<file path="src/design/cgpa_pkg.sv">
package cgpa_pkg;

  // input word kinds
  typedef enum logic [2:0] {
    K_JOIN      = 3'd0,
    K_LEAVE     = 3'd1,
    K_HEARTBEAT = 3'd2,
    K_TOPIC     = 3'd3,
    K_QUERY     = 3'd4
  } kind_e;

  // result status codes
  typedef enum logic [1:0] {
    ST_OK        = 2'd0,
    ST_NOT_FOUND = 2'd1,
    ST_FULL      = 2'd2,
    ST_TIMEOUT   = 2'd3
  } status_e;

  // sequencer states
  typedef enum logic [4:0] {
    S_IDLE,
    S_DISPATCH,
    S_SRCH_RD,
    S_SRCH_CHK,
    S_HB_MUL,
    S_HB_CMP,
    S_Q_RD,
    S_Q_EMIT,
    S_SUM,
    S_DIV_GO,
    S_DIV_WAIT,
    S_RG_LEN,
    S_RG_GIVE,
    S_RR,
    S_SYNC_END,
    S_EMIT
  } state_e;

  // one member record in the record memory
  typedef struct packed {
    logic [31:0] key;
    logic [31:0] seen;
    logic [30:0] tmo;
  } rec_t;

  localparam int PID_W = 11;
  // floor(x/1000) = (x * RECIP) >> 41 for any 31-bit x
  localparam logic [31:0] DIV1000_RECIP = 32'd2199023256;
  localparam int DIV1000_SHIFT = 41;
  localparam int PC_MAX = 255;

endpackage

</file>
<file path="src/design/cgpa_ram.sv">
module cgpa_ram #(
  parameter int W     = 8,
  parameter int DEPTH = 8
) (
  input  logic                                 clk_i,
  input  logic                                 we_i,
  input  logic [(DEPTH > 1 ? $clog2(DEPTH) : 1)-1:0] waddr_i,
  input  logic [W-1:0]                         wdata_i,
  input  logic                                 re_i,
  input  logic [(DEPTH > 1 ? $clog2(DEPTH) : 1)-1:0] raddr_i,
  output logic [W-1:0]                         rdata_o
);

  logic [W-1:0] mem [DEPTH];

  // one write port, one registered read port
  always_ff @(posedge clk_i) begin
    if (we_i) begin
      mem[waddr_i] <= wdata_i;
    end
  end

  always_ff @(posedge clk_i) begin
    if (re_i) begin
      rdata_o <= mem[raddr_i];
    end
  end

endmodule

</file>
<file path="src/design/cgpa_div.sv">
module cgpa_div #(
  parameter int NW = 14,
  parameter int DW = 4
) (
  input  logic          clk_i,
  input  logic          rst_ni,
  input  logic          start_i,
  input  logic [NW-1:0] num_i,
  input  logic [DW-1:0] den_i,
  output logic          busy_o,
  output logic [NW-1:0] quot_o,
  output logic [DW-1:0] rem_o
);

  localparam int CNTW = $clog2(NW + 1);

  logic [CNTW-1:0] cnt_q;
  logic            busy_q;
  logic [NW-1:0]   quot_q;
  logic [DW-1:0]   rem_q;
  logic [DW-1:0]   den_q;
  logic [DW:0]     trial;
  logic            fits;

  // restoring division, one quotient bit a cycle
  assign trial = {rem_q, quot_q[NW-1]};
  assign fits  = trial >= {1'b0, den_q};

  always_ff @(posedge clk_i or negedge rst_ni) begin
    if (!rst_ni) begin
      busy_q <= 1'b0;
      cnt_q  <= '0;
    end else if (start_i) begin
      busy_q <= 1'b1;
      cnt_q  <= CNTW'(NW);
    end else if (busy_q) begin
      cnt_q <= cnt_q - 1'b1;
      if (cnt_q == CNTW'(1)) begin
        busy_q <= 1'b0;
      end
    end
  end

  always_ff @(posedge clk_i) begin
    if (start_i) begin
      quot_q <= num_i;
      rem_q  <= '0;
      den_q  <= den_i;
    end else if (busy_q) begin
      rem_q  <= fits ? DW'(trial - {1'b0, den_q}) : DW'(trial);
      quot_q <= {quot_q[NW-2:0], fits};
    end
  end

  assign busy_o = busy_q;
  assign quot_o = quot_q;
  assign rem_o  = rem_q;

endmodule

</file>
<file path="src/design/consumer_group_partition_assigner.sv">
// Consumer group partition assigner. One word is taken at a time: in_ready_o
// is high only while the sequencer is idle. Join, leave, heartbeat and query
// search the member table in record memory, reading each member scanned and
// then comparing its key. A topic word that is not last only records its
// count. The last topic runs the assignment: range mode sums the topic
// counts (one cycle a topic), divides in a shift-subtract unit (one cycle a
// bit) and, within each member's block, writes one partition a cycle into
// partition memory, capped per member; round robin walks every partition of
// every topic in turn, one member after another, and leaves a partition
// unassigned when its member is full. A query then delivers one result word
// per assigned partition; each word waits for the registered read of
// partition memory. Leave closes the gap by shifting a small slot map, so it
// never copies memory. No clearing pass is needed after reset.
module consumer_group_partition_assigner
  import cgpa_pkg::*;
#(
  parameter int MEMBERS          = 8,
  parameter int SLOTS_PER_MEMBER = 16,
  parameter int TOPICS           = 8
) (
  input  logic        clk_i,
  input  logic        rst_ni,
  input  logic        cfg_we_i,
  input  logic        cfg_wdata_i,
  input  logic        in_valid_i,
  output logic        in_ready_o,
  input  logic [2:0]  kind_i,
  input  logic [31:0] member_key_i,
  input  logic [30:0] timeout_ms_i,
  input  logic [31:0] now_seconds_i,
  input  logic [7:0]  partition_count_i,
  input  logic        is_last_i,
  output logic        out_valid_o,
  input  logic        out_ready_i,
  output logic [1:0]  status_o,
  output logic [10:0] partition_id_o,
  output logic        has_partition_o,
  output logic [4:0]  assigned_count_o,
  output logic        last_o,
  output logic [3:0]  member_total_o,
  output logic [31:0] generation_o,
  output logic        rebalancing_o
);

  localparam int IW     = MEMBERS > 1 ? $clog2(MEMBERS) : 1;
  localparam int CW     = $clog2(MEMBERS + 1);
  localparam int PCW    = $clog2(SLOTS_PER_MEMBER + 1);
  localparam int TLW    = $clog2(TOPICS + 1);
  localparam int TIW    = TOPICS > 1 ? $clog2(TOPICS) : 1;
  localparam int TW     = $clog2(TOPICS * PC_MAX + 1);
  localparam int PDEPTH = MEMBERS * SLOTS_PER_MEMBER;
  localparam int PAW    = PDEPTH > 1 ? $clog2(PDEPTH) : 1;
  localparam int RW     = $bits(rec_t);

  state_e state_q, state_d;

  // control state
  logic             strat_q;
  logic [CW-1:0]    n_q;
  logic [31:0]      gen_q;
  logic             reb_q;
  logic [TLW-1:0]   tl_q;
  logic             active_q [MEMBERS];
  logic [PCW-1:0]   cnt_q [MEMBERS];
  logic [IW-1:0]    map_q [MEMBERS];
  logic             out_valid_q;

  // item and work registers
  logic [2:0]       kind_q;
  logic [31:0]      key_q;
  logic [30:0]      tmo_q;
  logic [31:0]      now_q;
  logic [7:0]       pc_q;
  logic             last_in_q;
  status_e          status_q;
  logic [7:0]       topic_q [TOPICS];
  logic [CW-1:0]    pos_q;
  logic [TLW-1:0]   t_q;
  logic [7:0]       p_q;
  logic [TW-1:0]    tot_q;
  logic [TW-1:0]    start_q;
  logic [TW-1:0]    flen_q;
  logic [PCW-1:0]   len_q;
  logic [PCW-1:0]   k_q;
  logic [PCW-1:0]   qk_q;
  logic [PCW-1:0]   qcnt_q;
  logic [62:0]      prod_q;

  // output word registers
  logic [1:0]       st_o_q;
  logic [10:0]      pid_o_q;
  logic             has_o_q;
  logic [4:0]       acnt_o_q;
  logic             last_o_q;
  logic [3:0]       tot_o_q;
  logic [31:0]      gen_o_q;
  logic             reb_o_q;

  // memory ports
  logic             rec_re, rec_we;
  rec_t             rec_wdata, rec_rdata;
  logic [RW-1:0]    rec_rbits;
  logic             part_re, part_we;
  logic [PAW-1:0]   part_addr;
  logic [PID_W-1:0] part_wdata, part_rdata;

  // divider
  logic             div_start, div_busy;
  logic [TW-1:0]    div_quot;
  logic [CW-1:0]    div_rem;

  // shared helpers
  logic             in_fire, slot_free, at_end, key_hit, hb_late, rr_ok, rg_more;
  logic [IW-1:0]    phys;
  logic [PCW-1:0]   cnt_phys;
  logic [PCW-1:0]   kk;
  logic [PAW:0]     paddr_full;
  logic [32:0]      elapsed;
  logic [21:0]      tmo_s;
  logic [7:0]       topic_cur;
  logic [CW-1:0]    pos_inc;
  logic [TW-1:0]    flen_calc;
  logic             out_load;
  logic             out_has, out_last;

  assign in_fire   = in_valid_i && in_ready_o;
  assign slot_free = !out_valid_q || out_ready_i;
  assign at_end    = pos_q == n_q;
  assign phys      = map_q[pos_q[IW-1:0]];
  assign cnt_phys  = cnt_q[phys];
  assign rec_rdata = rec_t'(rec_rbits);
  assign key_hit   = rec_rdata.key == key_q;
  assign topic_cur = topic_q[t_q[TIW-1:0]];
  assign pos_inc   = CW'(pos_q + 1'b1);
  assign rr_ok     = cnt_phys < PCW'(SLOTS_PER_MEMBER);
  assign rg_more   = k_q != len_q;

  // session check: signed elapsed against timeout in whole seconds
  assign elapsed = {1'b0, now_q} - {1'b0, rec_rdata.seen};
  assign tmo_s   = prod_q[62:DIV1000_SHIFT];
  assign hb_late = $signed(elapsed) > $signed({11'b0, tmo_s});

  // range block length of the current member
  assign flen_calc = div_quot + TW'(pos_q < div_rem);

  // partition memory address: row of the member, then slot
  always_comb begin
    case (state_q)
      S_Q_RD:    kk = qk_q;
      S_RG_GIVE: kk = k_q;
      default:   kk = cnt_phys;
    endcase
  end
  assign paddr_full = (PAW+1)'(phys) * (PAW+1)'(SLOTS_PER_MEMBER) + (PAW+1)'(kk);
  assign part_addr  = paddr_full[PAW-1:0];

  // next state and memory strobes
  always_comb begin
    state_d    = state_q;
    rec_re     = 1'b0;
    rec_we     = 1'b0;
    rec_wdata  = '{key: key_q, seen: now_q, tmo: tmo_q};
    part_re    = 1'b0;
    part_we    = 1'b0;
    part_wdata = PID_W'(p_q);
    div_start  = 1'b0;
    out_load   = 1'b0;
    out_has    = 1'b0;
    out_last   = 1'b1;
    case (state_q)
      S_IDLE: begin
        if (in_fire) state_d = S_DISPATCH;
      end
      S_DISPATCH: begin
        case (kind_q)
          K_JOIN, K_LEAVE, K_HEARTBEAT, K_QUERY: state_d = S_SRCH_RD;
          K_TOPIC: begin
            if (!last_in_q) state_d = S_EMIT;
            else if (n_q == '0) state_d = S_SYNC_END;
            else if (strat_q) state_d = S_RR;
            else state_d = S_SUM;
          end
          default: state_d = S_EMIT;
        endcase
      end
      S_SRCH_RD: begin
        if (at_end) begin
          state_d = S_EMIT;
          if (kind_q == K_JOIN && n_q < CW'(MEMBERS)) rec_we = 1'b1;
        end else begin
          rec_re  = 1'b1;
          state_d = S_SRCH_CHK;
        end
      end
      S_SRCH_CHK: begin
        if (!key_hit) begin
          state_d = S_SRCH_RD;
        end else begin
          case (kind_q)
            K_JOIN: begin
              rec_we    = 1'b1;
              rec_wdata = '{key: rec_rdata.key, seen: now_q, tmo: rec_rdata.tmo};
              state_d   = S_EMIT;
            end
            K_HEARTBEAT: state_d = S_HB_MUL;
            K_QUERY:     state_d = (cnt_phys == '0) ? S_EMIT : S_Q_RD;
            default:     state_d = S_EMIT;
          endcase
        end
      end
      S_HB_MUL: begin
        rec_we    = 1'b1;
        rec_wdata = '{key: rec_rdata.key, seen: now_q, tmo: rec_rdata.tmo};
        state_d   = S_HB_CMP;
      end
      S_HB_CMP: state_d = S_EMIT;
      S_Q_RD: begin
        part_re = 1'b1;
        state_d = S_Q_EMIT;
      end
      S_Q_EMIT: begin
        out_has  = 1'b1;
        out_last = PCW'(qk_q + 1'b1) == qcnt_q;
        if (slot_free) begin
          out_load = 1'b1;
          state_d  = out_last ? S_IDLE : S_Q_RD;
        end
      end
      S_SUM: begin
        if (t_q == tl_q) state_d = S_DIV_GO;
      end
      S_DIV_GO: begin
        div_start = 1'b1;
        state_d   = S_DIV_WAIT;
      end
      S_DIV_WAIT: begin
        if (!div_busy) state_d = S_RG_LEN;
      end
      S_RG_LEN: begin
        state_d = at_end ? S_SYNC_END : S_RG_GIVE;
      end
      S_RG_GIVE: begin
        if (rg_more) begin
          part_we    = 1'b1;
          part_wdata = PID_W'(start_q + TW'(k_q));
        end else begin
          state_d = S_RG_LEN;
        end
      end
      S_RR: begin
        if (t_q == tl_q) begin
          state_d = S_SYNC_END;
        end else if (p_q != topic_cur && rr_ok) begin
          part_we = 1'b1;
        end
      end
      S_SYNC_END: state_d = S_EMIT;
      S_EMIT: begin
        if (slot_free) begin
          out_load = 1'b1;
          state_d  = S_IDLE;
        end
      end
      default: state_d = S_IDLE;
    endcase
  end

  // state register
  always_ff @(posedge clk_i or negedge rst_ni) begin
    if (!rst_ni) begin
      state_q <= S_IDLE;
    end else begin
      state_q <= state_d;
    end
  end

  // group state, per-member flags, counts and slot map
  always_ff @(posedge clk_i or negedge rst_ni) begin
    if (!rst_ni) begin
      strat_q     <= 1'b0;
      n_q         <= '0;
      gen_q       <= '0;
      reb_q       <= 1'b0;
      tl_q        <= '0;
      out_valid_q <= 1'b0;
      for (int i = 0; i < MEMBERS; i++) begin
        active_q[i] <= 1'b0;
        cnt_q[i]    <= '0;
        map_q[i]    <= IW'(i);
      end
    end else begin
      if (cfg_we_i) strat_q <= cfg_wdata_i;
      if (out_load) out_valid_q <= 1'b1;
      else if (out_ready_i) out_valid_q <= 1'b0;
      case (state_q)
        S_DISPATCH: begin
          if (kind_q == K_TOPIC) begin
            if (tl_q < TLW'(TOPICS)) tl_q <= TLW'(tl_q + 1'b1);
            if (last_in_q) begin
              for (int i = 0; i < MEMBERS; i++) cnt_q[i] <= '0;
            end
          end
        end
        S_SRCH_RD: begin
          // new member takes the free row at the end of the map
          if (at_end && kind_q == K_JOIN && n_q < CW'(MEMBERS)) begin
            cnt_q[phys]    <= '0;
            active_q[phys] <= 1'b1;
            n_q            <= CW'(n_q + 1'b1);
            reb_q          <= 1'b1;
            gen_q          <= gen_q + 32'd1;
          end
        end
        S_SRCH_CHK: begin
          if (key_hit && kind_q == K_JOIN) active_q[phys] <= 1'b1;
          // leave: close the gap, freed row goes to the end
          if (key_hit && kind_q == K_LEAVE) begin
            for (int i = 0; i < MEMBERS; i++) begin
              if (CW'(i) >= pos_q && CW'(i + 1) < n_q) map_q[i] <= map_q[(i + 1) % MEMBERS];
              else if (CW'(i + 1) == n_q) map_q[i] <= phys;
            end
            n_q   <= CW'(n_q - 1'b1);
            reb_q <= 1'b1;
          end
        end
        S_HB_CMP: begin
          if (hb_late) begin
            active_q[phys] <= 1'b0;
            reb_q          <= 1'b1;
          end
        end
        S_RG_GIVE: begin
          if (rg_more) cnt_q[phys] <= PCW'(cnt_phys + 1'b1);
        end
        S_RR: begin
          if (part_we) cnt_q[phys] <= PCW'(cnt_phys + 1'b1);
        end
        S_SYNC_END: begin
          reb_q <= 1'b0;
          tl_q  <= '0;
        end
        default: ;
      endcase
    end
  end

  // item capture and sequencer work registers
  always_ff @(posedge clk_i) begin
    case (state_q)
      S_IDLE: begin
        if (in_fire) begin
          kind_q    <= kind_i;
          key_q     <= member_key_i;
          tmo_q     <= timeout_ms_i;
          now_q     <= now_seconds_i;
          pc_q      <= partition_count_i;
          last_in_q <= is_last_i;
        end
      end
      S_DISPATCH: begin
        status_q <= ST_OK;
        pos_q    <= '0;
        t_q      <= '0;
        p_q      <= '0;
        tot_q    <= '0;
        if (kind_q == K_TOPIC && tl_q < TLW'(TOPICS)) topic_q[tl_q[TIW-1:0]] <= pc_q;
      end
      S_SRCH_RD: begin
        if (at_end) begin
          if (kind_q == K_JOIN) status_q <= (n_q < CW'(MEMBERS)) ? ST_OK : ST_FULL;
          else status_q <= ST_NOT_FOUND;
        end
      end
      S_SRCH_CHK: begin
        if (!key_hit) pos_q <= pos_inc;
        qcnt_q <= cnt_phys;
        qk_q   <= '0;
      end
      S_HB_MUL: prod_q <= rec_rdata.tmo * DIV1000_RECIP;
      S_HB_CMP: begin
        if (hb_late) status_q <= ST_TIMEOUT;
      end
      S_Q_EMIT: begin
        if (slot_free) qk_q <= PCW'(qk_q + 1'b1);
      end
      S_SUM: begin
        if (t_q != tl_q) begin
          tot_q <= TW'(tot_q + TW'(topic_cur));
          t_q   <= TLW'(t_q + 1'b1);
        end
      end
      S_DIV_WAIT: begin
        pos_q   <= '0;
        start_q <= '0;
      end
      S_RG_LEN: begin
        flen_q <= flen_calc;
        len_q  <= (flen_calc > TW'(SLOTS_PER_MEMBER)) ? PCW'(SLOTS_PER_MEMBER)
                                                       : PCW'(flen_calc);
        k_q    <= '0;
      end
      S_RG_GIVE: begin
        if (rg_more) begin
          k_q <= PCW'(k_q + 1'b1);
        end else begin
          start_q <= TW'(start_q + flen_q);
          pos_q   <= pos_inc;
        end
      end
      S_RR: begin
        if (t_q != tl_q) begin
          if (p_q == topic_cur) begin
            t_q <= TLW'(t_q + 1'b1);
            p_q <= '0;
          end else begin
            p_q   <= p_q + 8'd1;
            pos_q <= (pos_inc == n_q) ? '0 : pos_inc;
          end
        end
      end
      default: ;
    endcase
  end

  // output word register
  always_ff @(posedge clk_i) begin
    if (out_load) begin
      st_o_q   <= out_has ? ST_OK : status_q;
      pid_o_q  <= out_has ? part_rdata : '0;
      has_o_q  <= out_has;
      acnt_o_q <= out_has ? 5'(qcnt_q) : 5'd0;
      last_o_q <= out_last;
      tot_o_q  <= 4'(n_q);
      gen_o_q  <= gen_q;
      reb_o_q  <= reb_q;
    end
  end

  cgpa_ram #(
    .W     (RW),
    .DEPTH (MEMBERS)
  ) u_rec_mem (
    .clk_i   (clk_i),
    .we_i    (rec_we),
    .waddr_i (phys),
    .wdata_i (rec_wdata),
    .re_i    (rec_re),
    .raddr_i (phys),
    .rdata_o (rec_rbits)
  );

  cgpa_ram #(
    .W     (PID_W),
    .DEPTH (PDEPTH)
  ) u_part_mem (
    .clk_i   (clk_i),
    .we_i    (part_we),
    .waddr_i (part_addr),
    .wdata_i (part_wdata),
    .re_i    (part_re),
    .raddr_i (part_addr),
    .rdata_o (part_rdata)
  );

  cgpa_div #(
    .NW (TW),
    .DW (CW)
  ) u_div (
    .clk_i   (clk_i),
    .rst_ni  (rst_ni),
    .start_i (div_start),
    .num_i   (tot_q),
    .den_i   (n_q),
    .busy_o  (div_busy),
    .quot_o  (div_quot),
    .rem_o   (div_rem)
  );

  assign in_ready_o       = state_q == S_IDLE;
  assign out_valid_o      = out_valid_q;
  assign status_o         = st_o_q;
  assign partition_id_o   = pid_o_q;
  assign has_partition_o  = has_o_q;
  assign assigned_count_o = acnt_o_q;
  assign last_o           = last_o_q;
  assign member_total_o   = tot_o_q;
  assign generation_o     = gen_o_q;
  assign rebalancing_o    = reb_o_q;

endmodule

</file>
<file path="config.mk">
export PLATFORM = sky130hd
export DESIGN_NAME = consumer_group_partition_assigner
export DESIGN_NICKNAME = d
export VERILOG_FILES = /design/src/design/cgpa_pkg.sv /design/src/design/cgpa_ram.sv /design/src/design/cgpa_div.sv /design/src/design/consumer_group_partition_assigner.sv
export SDC_FILE = /design/constraint.sdc
export NUM_CORES = 2
export LEC_CHECK = 0
export BUFFER_PORTS_ARGS = -buffer_cell sky130_fd_sc_hd__buf_2
export CORE_MARGIN = 4
export CORE_UTILIZATION = 63
export DETAILED_ROUTE_END_ITERATION = 8
export GPL_TIMING_DRIVEN = 1
export PLACE_DENSITY = 0.86
export SKIP_CTS_REPAIR_TIMING = 1
export SYNTH_ARGS = -nofsm -noshare
export SYNTH_HDL_FRONTEND = slang
export SYNTH_HIERARCHICAL = 1
export SYNTH_SLANG_ARGS = --single-unit
</file>
<file path="constraint.sdc">
create_clock -name clk_i -period 11.4 [get_ports clk_i]
set_input_delay 0.57 -clock clk_i [delete_from_list [all_inputs] [get_ports clk_i]]
set_output_delay 0.57 -clock clk_i [all_outputs]
set_load 0.05 [all_outputs]
</file>
==> results.md <==
* Status: finished with violations
* Failing checks: max-capacitance violations, max-slew violations
* Die H at between 400 and 500 µm
* Gate Count Post-Synth at ~7000
* Critical R2R Launch: u_rec_mem/rdata_o[23]
* Hold Path Origin: out_ready_i
* Most frequent cell after synthesis: edfxtp_1
* Largest net degree at the start of global routing at approximately 160
* Post-synth EDFFs at between 2000 and 3000
* Antenna violations before repair at 17
* Synth area leader: edfxtp_1
* Wire length per cell at about 33 µm
* Buffers on Ports at around 170
* Unique masters post-synth at slightly above 90
* Synthesized area per cell at about 18 µm²
* Initial core utilization at 0.634
* Final min period at just over 8 ns
* Final setup viols at 0
* Worst slew margin at -0.0268
* Unrepaired setup endpoints after global routing: false
* Worst-Margin Slew at roughly 1.5 ns
* Vias in the first global route at approximately 71000
* CTS tree: done
* Maximum fanout along the worst path at 10
* Share of cells above drive strength 1 at 0.216
* Nets at 8251
* CP max stage cell: edfxtp_1
* Critical Path Source Type: register
* Synthesized net count at 7796
* Core footprint at a little under 0.2 mm²
* Clk sinks at about 2700
* Clk buf depth at 4
* Max Cap Violations at 3
* Synth Warn # at 6
* Drt via density at between 6 and 7
* Synth area leaders: edfxtp_1, mux4_2, ha_1, fa_1, dfrtp_1
* Sequential fraction of the synthesis area at 0.658
* Root buf cell: clkbuf_16
* Total Wirelength at 336000 µm
* Chip width at 451 µm
* Ys flop type: edfxtp_1
* Synth cell count leaders: edfxtp_1, mux4_2, inv_1
* # IOs at around 170
* Worst Clk Skew at roughly 0.11 ns
* Initial drt markers at approximately 11000
* First-pass GRT wire length at about 500000 µm
* Final ANT Viol Nets at 0
* Global-route usage over all layers at 0.328
* Row Count at approximately 160
* Total CTS buffers at between 200 and 300
* Crit share post-route at 0.717
* Worst Setup SP: u_rec_mem/rdata_o[23]
* FMAX at 122 MHz
* Asr flop ratio synth at 0.0424
* Syn Std Cell Area at 0.124 mm²
* Clk slew on worst S/H paths at around 0.070 ns
* Clock H-tree levels at 5
* CP dominant cell by count: fa_1
* Final hold vios at 0
* Sum Neg Setup Slack at 0 ns
* Total gr overflow at 0
* Synth top area share at 0.633
* CP Capture Type: register
* GPL Wtd Cong at about 0.98
* Die area at around 0.20 mm²
* Hold Path Class: in2reg
* Area grow syn2layout at 11.6%
* Slew Limit Fails at 9
* DR vias at between 60000 and 70000
* DRC viols at 0
* Critical path data arrival time at a little under 9 ns
* Cell Chain, Critical Path: ha_1, fa_1, fa_1, inv_1, fa_1, inv_1, fa_1, inv_1, fa_1, inv_1, fa_1, inv_1, fa_1, inv_1, ha_1, a21o_1, a21o_1, a21oi_1, o21ai_0, a22oi_1, a311oi_1, o21ai_0, nor4b_1, a211oi_1
* HPWL after DPL at about 190000 µm
* #FFs+latches synth at about 2700
* Router iterations before antenna repair at 6
* Max incr delay on CP at between 0.8 and 0.9 ns
* Crit Path Category: reg2reg
* Worst-Skew Late Latency at roughly 0.97 ns
* WP data required at ~12 ns
==> final timing paths <==
| path | end | slack, ns | depth (start not counted) |
|---|---|---|---|
| max in group asynchronous | cnt_q[6] | 9.83 | 3 |
| min in group asynchronous | gen_q[3] | 0.21 | 2 |
| hold reg to reg | generation_o[20] | 0.46 | 0 |
| setup / recovery | prod_q[56] | 3.22 | 24 |
| hold / removal | out_valid_o | 0.15 | 3 |
| setup reg to reg | prod_q[56] | 3.22 | 24 |
==> cells in the final DEF, fill, tap and decap left out, types with 16 or more instances in the layout <==
| cell | n |
|---|---|
| edfxtp_1 | 2610 |
| nand3_1 | 82 |
| a21o_1 | 49 |
| o22ai_1 | 22 |
| o2bb2ai_1 | 40 |
| a211oi_1 | 18 |
| fa_1 | 292 |
| dlygate4sd3_1 | 110 |
| or3_1 | 21 |
| dfrtp_1 | 104 |
| clkinv_2 | 42 |
| clkinv_1 | 47 |
| nand2b_1 | 28 |
| nor2b_1 | 36 |
| inv_1 | 664 |
| buf_4 | 115 |
| buf_2 | 170 |
| clkbuf_16 | 293 |
| o21ai_0 | 118 |
| mux4_2 | 676 |
| clkbuf_1 | 53 |
| and2_1 | 37 |
| nor2_1 | 272 |
| mux2_2 | 180 |
| a31oi_1 | 16 |
| nor3_1 | 59 |
| nand2_1 | 205 |
| bufinv_16 | 19 |
| and3_1 | 23 |
| xnor2_1 | 115 |
| xor2_1 | 67 |
| nand4_1 | 39 |
| o21a_1 | 18 |
| a21oi_1 | 135 |
| ha_1 | 484 |
==> through the flow <==
stage	hold slack (ns)	util	std cells	cell area, µm²	worst slack (ns)
after floorplan	0.274	-	6906	124000	1.13
after global placement	0.433	0.656	9583	128000	4.00
after detailed placement	0.439	0.656	9583	128000	3.82
after CTS	-0.376	0.702	10100	137000	3.61
after global routing	0.139	0.708	10200	138000	2.97
final	0.148	0.708	10200	138000	3.22
==> cell type report <==
type	count	area, µm²
Sequential cell	2733	81400
Fill cell	11000	57000
Multi-Input combinational cell	3264	39100
Clock buffer	355	7650
Tap cell	2624	3280
Timing Repair Buffer	406	3030
Inverter	669	2530
Clock inverter	133	1180
Antenna cell	8	20.0
==> critical path, delay by kind of cell, from the launching register on <==
family	cells	cell delay, ns
adder cells (fa/ha/maj)	9	4.63
AO/OA/AOI/OAI	8	1.63
buffers and inverters	6	0.48
AND/OR/NAND/NOR	1	0.34
flip-flops	1	0.82
==> flip-flops by register name, summed over array words and instances (netlist names), 31 cells and up, named ones only <==
name,cells
u_rec_mem/rdata_o,95
tmo_q,31
key_q,32
cnt_q,40
u_part_mem/mem,1408
gen_q,32
topic_q,64
u_rec_mem/mem,760
generation_o,32
now_q,32
==> metal layers <==
metal,vias to the layer above,routed length (µm),global-route usage
met5,-,125,0
met4,20,20300,0.164
met3,1156,37400,0.0711
met2,5291,164000,0.525
met1,35200,115000,0.434
li1,27600,-,-
==> kinds of logic after synthesis <==
group           Yosys count  synth area share
compound gates          551            0.0293
xor+xnor                184            0.0131
fa+ha+maj               778            0.0963
buf+inv                 909            0.0293
flops                  2733             0.658
mux                     870             0.141
simple gates            881            0.0336
Power is not shown: default switching activity piles up to over one toggle a cycle in this logic, so the estimate is an artifact.
